===== config.mk =====
export PLATFORM = sky130hd
export DESIGN_NAME = cluster_box_center_nearest_top
export DESIGN_NICKNAME = d
export VERILOG_FILES = /design/src/cbcn_pkg.sv /design/src/cbcn_ctrl.sv /design/src/cbcn_datapath.sv /design/src/cluster_box_center_nearest_top.sv
export SDC_FILE = /design/constraint.sdc
export NUM_CORES = 2
export LEC_CHECK = 0
export BUFFER_PORTS_ARGS = -buffer_cell sky130_fd_sc_hd__buf_2
export CAP_MARGIN = 30
export CORE_ASPECT_RATIO = 1.1
export CORE_MARGIN = 4
export CORE_UTILIZATION = 38
export CTS_BUF_LIST = sky130_fd_sc_hd__clkbuf_16
export DETAILED_ROUTE_END_ITERATION = 8
export HOLD_SLACK_MARGIN = 0.08
export PLACE_DENSITY = 0.51
export RECOVER_POWER = 25
export SETUP_SLACK_MARGIN = 0.3
export SLEW_MARGIN = 20
export SYNTH_ARGS = -nofsm -noshare
export SYNTH_HDL_FRONTEND = slang
export SYNTH_HIERARCHICAL = 1
export SYNTH_SLANG_ARGS = --single-unit

===== constraint.sdc =====
create_clock -name clock -period 10.3 [get_ports clock]
set_input_delay 0.515 -clock clock [delete_from_list [all_inputs] [get_ports clock]]
set_output_delay 0.515 -clock clock [all_outputs]
set_load 0.01 [all_outputs]

===== src/cbcn_pkg.sv =====
// Shared types, constants and controller codes for the cluster box center block.
package cbcn_pkg;

   localparam int COORD_BITS       = 24;
   localparam int DIST_BITS        = 24;
   localparam int IDX_OUT_BITS     = 8;
   localparam int SQ_BITS          = 2 * COORD_BITS;
   localparam int ROOT_STEPS       = SQ_BITS / 2;
   localparam int STEP_BITS        = $clog2(ROOT_STEPS);
   localparam int REM_BITS         = DIST_BITS + 2;
   localparam int MAX_CLUSTERS_DEF = 256;

   localparam logic [1:0] AXIS_X = 2'd0;
   localparam logic [1:0] AXIS_Y = 2'd1;
   localparam logic [1:0] AXIS_Z = 2'd2;

   localparam logic KIND_CLUSTER = 1'b0;
   localparam logic KIND_FRAME   = 1'b1;

   typedef enum logic [2:0] {
      ST_IDLE,
      ST_CENTER,
      ST_SQUARE,
      ST_ROOT,
      ST_BEST,
      ST_OUT_CLUSTER,
      ST_OUT_FRAME
   } state_type;

   typedef struct packed {
      logic accept;
      logic center;
      logic sq_step;
      logic root_step;
      logic best;
      logic frame_done;
      logic sel_frame;
   } cmd_type;

   typedef struct packed {
      logic closes;
      logic fend;
      logic axis_last;
      logic root_last;
   } status_type;

endpackage


===== src/cbcn_ctrl.sv =====
// Controller state machine: sequences fold, center, squares, root, best update and result beats.
module cbcn_ctrl
   import cbcn_pkg::*;
(
   input  logic       clock,
   input  logic       reset,
   input  logic       req_valid,
   output logic       req_ready,
   output logic       rsp_valid,
   input  logic       rsp_ready,
   input  status_type status,
   output cmd_type    cmd
);

   state_type state_ff, state_in;

   always_ff @(posedge clock) begin
      if (reset) begin
         state_ff <= ST_IDLE;
      end else begin
         state_ff <= state_in;
      end
   end

   always_comb begin
      state_in = state_ff;
      case (state_ff)
         ST_IDLE: begin
            if (req_valid && status.closes) state_in = ST_CENTER;
         end
         ST_CENTER: begin
            state_in = ST_SQUARE;
         end
         ST_SQUARE: begin
            if (status.axis_last) state_in = ST_ROOT;
         end
         ST_ROOT: begin
            if (status.root_last) state_in = ST_BEST;
         end
         ST_BEST: begin
            state_in = ST_OUT_CLUSTER;
         end
         ST_OUT_CLUSTER: begin
            if (rsp_ready) state_in = status.fend ? ST_OUT_FRAME : ST_IDLE;
         end
         ST_OUT_FRAME: begin
            if (rsp_ready) state_in = ST_IDLE;
         end
         default: begin
            state_in = ST_IDLE;
         end
      endcase
   end

   always_comb begin
      cmd       = '0;
      req_ready = 1'b0;
      rsp_valid = 1'b0;
      case (state_ff)
         ST_IDLE: begin
            req_ready  = 1'b1;
            cmd.accept = req_valid;
         end
         ST_CENTER: begin
            cmd.center = 1'b1;
         end
         ST_SQUARE: begin
            cmd.sq_step = 1'b1;
         end
         ST_ROOT: begin
            cmd.root_step = 1'b1;
         end
         ST_BEST: begin
            cmd.best = 1'b1;
         end
         ST_OUT_CLUSTER: begin
            rsp_valid = 1'b1;
         end
         ST_OUT_FRAME: begin
            rsp_valid      = 1'b1;
            cmd.sel_frame  = 1'b1;
            cmd.frame_done = rsp_ready;
         end
         default: begin
            cmd = '0;
         end
      endcase
   end

endmodule


===== src/cbcn_datapath.sv =====
// Datapath: box fold, center, shared squarer, bit-serial square root and closest-center registers.
module cbcn_datapath
   import cbcn_pkg::*;
#(
   parameter int MAX_CLUSTERS = MAX_CLUSTERS_DEF
)
(
   input  logic                          clock,
   input  logic                          reset,
   input  cmd_type                       cmd,
   output status_type                    status,
   input  logic signed [COORD_BITS-1:0]  req_point_x,
   input  logic signed [COORD_BITS-1:0]  req_point_y,
   input  logic signed [COORD_BITS-1:0]  req_point_z,
   input  logic                          req_cluster_end,
   input  logic                          req_frame_end,
   output logic                          rsp_kind,
   output logic signed [COORD_BITS-1:0]  rsp_center_x,
   output logic signed [COORD_BITS-1:0]  rsp_center_y,
   output logic signed [COORD_BITS-1:0]  rsp_center_z,
   output logic        [DIST_BITS-1:0]   rsp_distance,
   output logic        [IDX_OUT_BITS-1:0] rsp_cluster_index,
   output logic                          rsp_last
);

   localparam int CNT_BITS = $clog2(MAX_CLUSTERS + 1);
   localparam logic [CNT_BITS-1:0] CNT_MAX  = CNT_BITS'(MAX_CLUSTERS);
   localparam logic [CNT_BITS-1:0] IDX_TOP  = CNT_BITS'(MAX_CLUSTERS - 1);
   localparam logic [STEP_BITS-1:0] STEP_LAST = STEP_BITS'(ROOT_STEPS - 1);

   logic signed [COORD_BITS-1:0] point   [3];
   logic signed [COORD_BITS-1:0] min_ff  [3];
   logic signed [COORD_BITS-1:0] max_ff  [3];
   logic signed [COORD_BITS-1:0] center_ff [3];
   logic signed [COORD_BITS-1:0] best_c_ff [3];
   logic                         open_ff;
   logic                         fend_ff;
   logic [CNT_BITS-1:0]          cnt_ff;
   logic [CNT_BITS-1:0]          idx_ff;
   logic [CNT_BITS-1:0]          best_idx_ff;
   logic [1:0]                   axis_ff;
   logic [SQ_BITS-1:0]           acc_ff;
   logic [SQ_BITS-1:0]           sq_ff;
   logic [SQ_BITS-1:0]           n_ff;
   logic [SQ_BITS-1:0]           best_sq_ff;
   logic [REM_BITS-1:0]          rem_ff;
   logic [DIST_BITS-1:0]         root_ff;
   logic [DIST_BITS-1:0]         best_dist_ff;
   logic [STEP_BITS-1:0]         step_ff;

   logic signed [COORD_BITS-1:0] sel_c;
   logic [COORD_BITS-1:0]        mag;
   logic [SQ_BITS-1:0]           prod;
   logic [SQ_BITS-1:0]           acc_sum;
   logic [REM_BITS-1:0]          rem_next;
   logic [REM_BITS-1:0]          trial;
   logic signed [COORD_BITS:0]   half_sum [3];
   logic [CNT_BITS+IDX_OUT_BITS-1:0] idx_wide;

   assign point[0] = req_point_x;
   assign point[1] = req_point_y;
   assign point[2] = req_point_z;

   always_comb begin
      case (axis_ff)
         AXIS_X:  sel_c = center_ff[0];
         AXIS_Y:  sel_c = center_ff[1];
         default: sel_c = center_ff[2];
      endcase
   end

   assign mag      = sel_c[COORD_BITS-1] ? COORD_BITS'(~sel_c + 1'b1) : COORD_BITS'(sel_c);
   assign prod     = SQ_BITS'(mag) * SQ_BITS'(mag);
   assign acc_sum  = acc_ff + prod;
   assign rem_next = {rem_ff[REM_BITS-3:0], n_ff[SQ_BITS-1 -: 2]};
   assign trial    = {root_ff, 2'b01};

   always_comb begin
      for (int a = 0; a < 3; a++) begin
         half_sum[a] = {min_ff[a][COORD_BITS-1], min_ff[a]}
                     + {max_ff[a][COORD_BITS-1], max_ff[a]};
      end
   end

   always_ff @(posedge clock) begin
      if (reset) begin
         open_ff      <= 1'b0;
         cnt_ff       <= '0;
         best_sq_ff   <= '0;
         best_dist_ff <= '0;
         best_idx_ff  <= '0;
         for (int a = 0; a < 3; a++) begin
            best_c_ff[a] <= '0;
         end
      end else begin
         if (cmd.accept) begin
            open_ff <= !(req_cluster_end || req_frame_end);
         end
         if (cmd.best) begin
            if (cnt_ff == '0 || sq_ff < best_sq_ff) begin
               best_sq_ff   <= sq_ff;
               best_dist_ff <= root_ff;
               best_idx_ff  <= idx_ff;
               for (int a = 0; a < 3; a++) begin
                  best_c_ff[a] <= center_ff[a];
               end
            end
            if (cnt_ff < CNT_MAX) cnt_ff <= cnt_ff + 1'b1;
         end
         if (cmd.frame_done) begin
            cnt_ff       <= '0;
            best_sq_ff   <= '0;
            best_dist_ff <= '0;
            best_idx_ff  <= '0;
            for (int a = 0; a < 3; a++) begin
               best_c_ff[a] <= '0;
            end
         end
      end
   end

   always_ff @(posedge clock) begin
      if (cmd.accept) begin
         fend_ff <= req_frame_end;
         for (int a = 0; a < 3; a++) begin
            if (!open_ff || point[a] < min_ff[a]) min_ff[a] <= point[a];
            if (!open_ff || point[a] > max_ff[a]) max_ff[a] <= point[a];
         end
      end
      if (cmd.center) begin
         for (int a = 0; a < 3; a++) begin
            center_ff[a] <= half_sum[a][COORD_BITS:1];
         end
         idx_ff  <= (cnt_ff < CNT_MAX) ? cnt_ff : IDX_TOP;
         axis_ff <= AXIS_X;
         acc_ff  <= '0;
         rem_ff  <= '0;
         root_ff <= '0;
         step_ff <= '0;
      end
      if (cmd.sq_step) begin
         axis_ff <= axis_ff + 1'b1;
         if (axis_ff == AXIS_Z) begin
            sq_ff <= acc_sum;
            n_ff  <= acc_sum;
         end else begin
            acc_ff <= acc_sum;
         end
      end
      if (cmd.root_step) begin
         n_ff    <= {n_ff[SQ_BITS-3:0], 2'b00};
         step_ff <= step_ff + 1'b1;
         if (rem_next >= trial) begin
            rem_ff  <= rem_next - trial;
            root_ff <= {root_ff[DIST_BITS-2:0], 1'b1};
         end else begin
            rem_ff  <= rem_next;
            root_ff <= {root_ff[DIST_BITS-2:0], 1'b0};
         end
      end
   end

   assign status.closes    = req_cluster_end || req_frame_end;
   assign status.fend      = fend_ff;
   assign status.axis_last = (axis_ff == AXIS_Z);
   assign status.root_last = (step_ff == STEP_LAST);

   assign idx_wide = {{IDX_OUT_BITS{1'b0}}, (cmd.sel_frame ? best_idx_ff : idx_ff)};

   assign rsp_kind          = cmd.sel_frame ? KIND_FRAME : KIND_CLUSTER;
   assign rsp_center_x      = cmd.sel_frame ? best_c_ff[0] : center_ff[0];
   assign rsp_center_y      = cmd.sel_frame ? best_c_ff[1] : center_ff[1];
   assign rsp_center_z      = cmd.sel_frame ? best_c_ff[2] : center_ff[2];
   assign rsp_distance      = cmd.sel_frame ? best_dist_ff : root_ff;
   assign rsp_cluster_index = idx_wide[IDX_OUT_BITS-1:0];
   assign rsp_last          = cmd.sel_frame || !fend_ff;

endmodule


===== src/cluster_box_center_nearest_top.sv =====
// Top level of the cluster box center block: controller plus datapath.
//
//   channel | dir | handshake           | payload
//   req     | in  | req_valid/req_ready | point_x/y/z, cluster_end, frame_end
//   rsp     | out | rsp_valid/rsp_ready | kind, center_x/y/z, distance, cluster_index, last
//
// A point that does not close a cluster is taken at once; points may follow back to back.
// A closing point passes the center, square, root and best states before its first beat:
// the shared squarer takes each axis in turn, and then the bit-serial square root runs.
// Each result beat is held until rsp_ready is high; a frame end gives two beats.
// Reset is synchronous; no clearing pass is needed, the block is ready the cycle after.
// req_ready stays low from a closing point until its last beat is taken.
module cluster_box_center_nearest_top
   import cbcn_pkg::*;
#(
   parameter int MAX_CLUSTERS = MAX_CLUSTERS_DEF
)
(
   input  logic                           clock,
   input  logic                           reset,
   input  logic                           req_valid,
   output logic                           req_ready,
   input  logic signed [COORD_BITS-1:0]   req_point_x,
   input  logic signed [COORD_BITS-1:0]   req_point_y,
   input  logic signed [COORD_BITS-1:0]   req_point_z,
   input  logic                           req_cluster_end,
   input  logic                           req_frame_end,
   output logic                           rsp_valid,
   input  logic                           rsp_ready,
   output logic                           rsp_kind,
   output logic signed [COORD_BITS-1:0]   rsp_center_x,
   output logic signed [COORD_BITS-1:0]   rsp_center_y,
   output logic signed [COORD_BITS-1:0]   rsp_center_z,
   output logic        [DIST_BITS-1:0]    rsp_distance,
   output logic        [IDX_OUT_BITS-1:0] rsp_cluster_index,
   output logic                           rsp_last
);

   cmd_type    cmd;
   status_type status;

   cbcn_ctrl u_ctrl (
      .clock     (clock),
      .reset     (reset),
      .req_valid (req_valid),
      .req_ready (req_ready),
      .rsp_valid (rsp_valid),
      .rsp_ready (rsp_ready),
      .status    (status),
      .cmd       (cmd)
   );

   cbcn_datapath #(
      .MAX_CLUSTERS (MAX_CLUSTERS)
   ) u_datapath (
      .clock             (clock),
      .reset             (reset),
      .cmd               (cmd),
      .status            (status),
      .req_point_x       (req_point_x),
      .req_point_y       (req_point_y),
      .req_point_z       (req_point_z),
      .req_cluster_end   (req_cluster_end),
      .req_frame_end     (req_frame_end),
      .rsp_kind          (rsp_kind),
      .rsp_center_x      (rsp_center_x),
      .rsp_center_y      (rsp_center_y),
      .rsp_center_z      (rsp_center_z),
      .rsp_distance      (rsp_distance),
      .rsp_cluster_index (rsp_cluster_index),
      .rsp_last          (rsp_last)
   );

endmodule


==> results.py <==
metrics = {
    "status": {
        "status": "complete, but fails checks",
        "violations": "capacitance limit, slew limit",
    },
    "grt": {
        "grt_pass1_vias": 36330,
        "overflow": 0,
        "antenna_found_initial": 0,
        "grt_max_degree": 104,
        "grt_usage_pct": 19.84,
        "grt_pass1_wl_mm": 209.1,
    },
    "detailed_routing": {
        "antenna_left": 0,
        "drt_iter0_drc": 2145,
        "firstDrtPassIters": 5,
        "drt_wl_total_mm": 132.3,
        "wl_per_cell_um": 18.79,
        "vias": 34930,
        "via_per_inst": 4.961,
        "drc": 0,
    },
    "synth": {
        "ys_seq_area_share_pct": 31.50,
        "synth_edf_count": 374,
        "ys_async_sr_fraction_pct": 0,
        "synth_flop_cell": "edfxtp_1",
        "synth_seq_cells": 589,
        "ys_types": 88,
        "syn_inst": 5025,
        "yosysWarningCount": 6,
        "netlist_area_mm2": 0.04932,
        "avgSynthCellArea_um2": 9.815,
    },
    "sta": {
        "rsz0062_at_grt": "yes",
        "fin_skew_ns": 0.04856,
        "final-hold-violation-count": 0,
        "fin_crit_ns": 9.680,
        "fin_ws_ns": 0.6197,
        "fmax_ghz": 0.1033,
        "min_period_over_period_pct": 93.98,
        "finalSetupTns_ns": 0,
        "slew_viol_final": 312,
        "max-slew-margin-rel_pct": -124.0,
        "setup_viol": 0,
        "worst_slew_pin_slew_ns": 3.360,
    },
    "critical_path": {
        "critPathKind": "flip-flop to flip-flop",
        "startpoint_type": "flip-flop",
        "crit_top_cell": "fa_1",
        "slowest_delay_ns": 0.54,
        "r2r_start": "u_datapath/axis_ff[0]$_SDFFCE_PN0P_",
        "worst-r2r-setup-slack_ns": 0.62,
        "setup.worst_path.end_class": "flip-flop",
        "cp.required_ns": 10.59,
        "worst_ep_arrival_time_ns": 9.97,
        "crit_slowest_cell": "fa_1",
        "rr_worst_depth": 34,
        "cp.buffers_inverters": 8,
        "worstPathMaxFanout": 23,
        "r2r-end": "u_datapath/n_ff[40]$_DFFE_PP_",
        "critPathTopFamily": "adder cells",
    },
    "cts": {
        "cts_root_buf": "clkbuf_16",
        "numCtsBuffers": 73,
        "htreeDepth": 3,
        "cts_tree": "yes",
        "clk-insertion-delay-late_ns": 0.68,
        "cts_sinks": 589,
        "clockBufferDepth": 3,
        "clk_pin_slew_worst_paths_ns": 0.06,
    },
    "worst_hold_path": {
        "hold_class": "input port to flip-flop",
        "hold_end": "u_datapath/open_ff$_SDFFE_PP0P_",
        "holdPathStages": 2,
        "hold_start": "reset",
    },
    "floorplan": {
        "io_pins": 186,
        "rows": 138,
        "initial_core_util_pct": 38.29,
        "dieHeight_um": 385.8,
        "die_x_um": 351.5,
        "coreArea_mm2": 0.1288,
        "fp.dieArea_mm2": 0.1356,
    },
    "placement": {
        "place.gp.congestion": 0.9030,
        "dpl.cell_count": 6815,
        "place_hpwl_mm": 103.6,
        "pre_cts_ws_ns": 0.3621,
        "port_buffers": 185,
    },
    "layout": {
        "final_cell_mix": "inv_1 (924), nand2_1 (687), fa_1 (471)",
        "multi_input_area_mm2": 0.02987,
        "seqCellArea_mm2": 0.01553,
        "layout-drive-gt1-share_pct": 8.843,
        "final_cell_count_no_fill": 7041,
        "areaGrowthSynthToFinish_pct": 12.73,
        "final_common_cell": "inv_1",
        "fill_cells": 12540,
        "fin_nets": 6303,
        "fin_util_pct": 43.16,
    },
    "job": {
        "drv_cap": 5,
    },
}
## flip-flops by register name (all words and copies together) (netlist names), 5 cells and up
signal	cells
u_datapath/acc_ff	48
u_datapath/best_c_ff	72
u_datapath/best_dist_ff	24
u_datapath/best_idx_ff	8
u_datapath/best_sq_ff	48
u_datapath/center_ff	72
u_datapath/cnt_ff	9
u_datapath/idx_ff	8
u_datapath/max_ff	72
u_datapath/min_ff	72
u_datapath/n_ff	48
u_datapath/rem_ff	24
u_datapath/root_ff	24
u_datapath/sq_ff	48
u_datapath/step_ff	5
## layout make-up
type                            count  share of cell area (%)
Antenna cell                        1                0.004501
Clock buffer                       74                   3.331
Clock inverter                     62                  0.7944
Inverter                          926                   6.306
Multi-Input combinational cell   3364                   53.73
Sequential cell                   589                   27.94
Tap cell                         1680                   3.781
Timing Repair Buffer              345                   4.112
## layer usage
metal  global-route usage [%]  routed length [µm]
met3                    2.766                6197
met2                    32.50               61460
met4                    6.923                4449
met5                        0                   0
met1                    26.94               60210
## worst max-delay path by stage
stage,from,end,slack [ns],cells past startpoint
finish,u_datapath/axis_ff[0]$_SDFFCE_PN0P_,u_datapath/n_ff[40]$_DFFE_PP_,0.62,34
detailed placement,u_datapath/axis_ff[1]$_SDFFCE_PN0P_,u_datapath/n_ff[40]$_DFFE_PP_,0.36,33
global placement,u_datapath/axis_ff[1]$_SDFFCE_PN0P_,u_datapath/n_ff[45]$_DFFE_PP_,0.44,35
CTS,u_datapath/axis_ff[1]$_SDFFCE_PN0P_,u_datapath/n_ff[40]$_DFFE_PP_,0.31,33
global route,u_datapath/axis_ff[0]$_SDFFCE_PN0P_,u_datapath/n_ff[40]$_DFFE_PP_,0.17,34
floorplan,u_datapath/axis_ff[0]$_SDFFCE_PN0P_,u_datapath/n_ff[32]$_DFFE_PP_,1.18,35
## worst reg2reg max path, delay by kind of cell (launching register included)
kind | cells | cell delay (ns)
AO/OA/AOI/OAI | 10 | 2.41
XOR/XNOR | 2 | 0.33
adder cells (fa/ha/maj) | 9 | 4.00
buffers and inverters | 8 | 1.20
flip-flops | 1 | 0.38
AND/OR/NAND/NOR | 5 | 1.02
## cells by family after synthesis
kind of cell    share of synthesized area [%]
compound gates                          9.273
xor+xnor                                2.851
fa+ha+maj                               30.66
buf+inv                                 8.445
flops                                   31.50
mux                                     5.388
other cells                           0.01523
simple gates                            11.87
## cells in the mapped netlist, drive strengths merged, types with 24 or more instances
cell type | count | area share (%)
a21o | 101 | 1.5
a21oi | 201 | 2.1
a22o | 53 | 0.94
and3 | 24 | 0.30
buf | 47 | 0.52
clkbuf | 115 | 0.88
dfxtp | 215 | 8.7
edfxtp | 374 | 23
fa | 471 | 19
ha | 455 | 12
inv | 922 | 7.0
mux2 | 84 | 1.9
mux2i | 171 | 3.5
nand2 | 689 | 5.3
nand2b | 33 | 0.42
nand3 | 51 | 0.54
nand3b | 39 | 0.59
nand4 | 51 | 0.68
nor2 | 256 | 2.0
nor2b | 37 | 0.47
nor3 | 40 | 0.41
o21a | 32 | 0.49
o21ai | 148 | 1.5
xnor2 | 109 | 2.0
xor2 | 49 | 0.87
## through the flow
step	hold WS (ns)	instance area, µm²
after floorplan	0.4335	49380
after global placement	0.4403	52360
after detailed placement	0.4480	52360
after CTS	0.1465	55380
after global routing	0.1913	55600
final	0.2132	55600
## timing repair
action                                  CTS  global route
hold buffers                             73             0
hold endpoints to repair                145             0
gates resized for setup                   0            32
setup buffers                             0            12
endpoints found under the setup margin    0            60
Power is left out: the tool's default activity adds up to more than one toggle a clock period on the data nets, which glitch-free logic cannot reach.
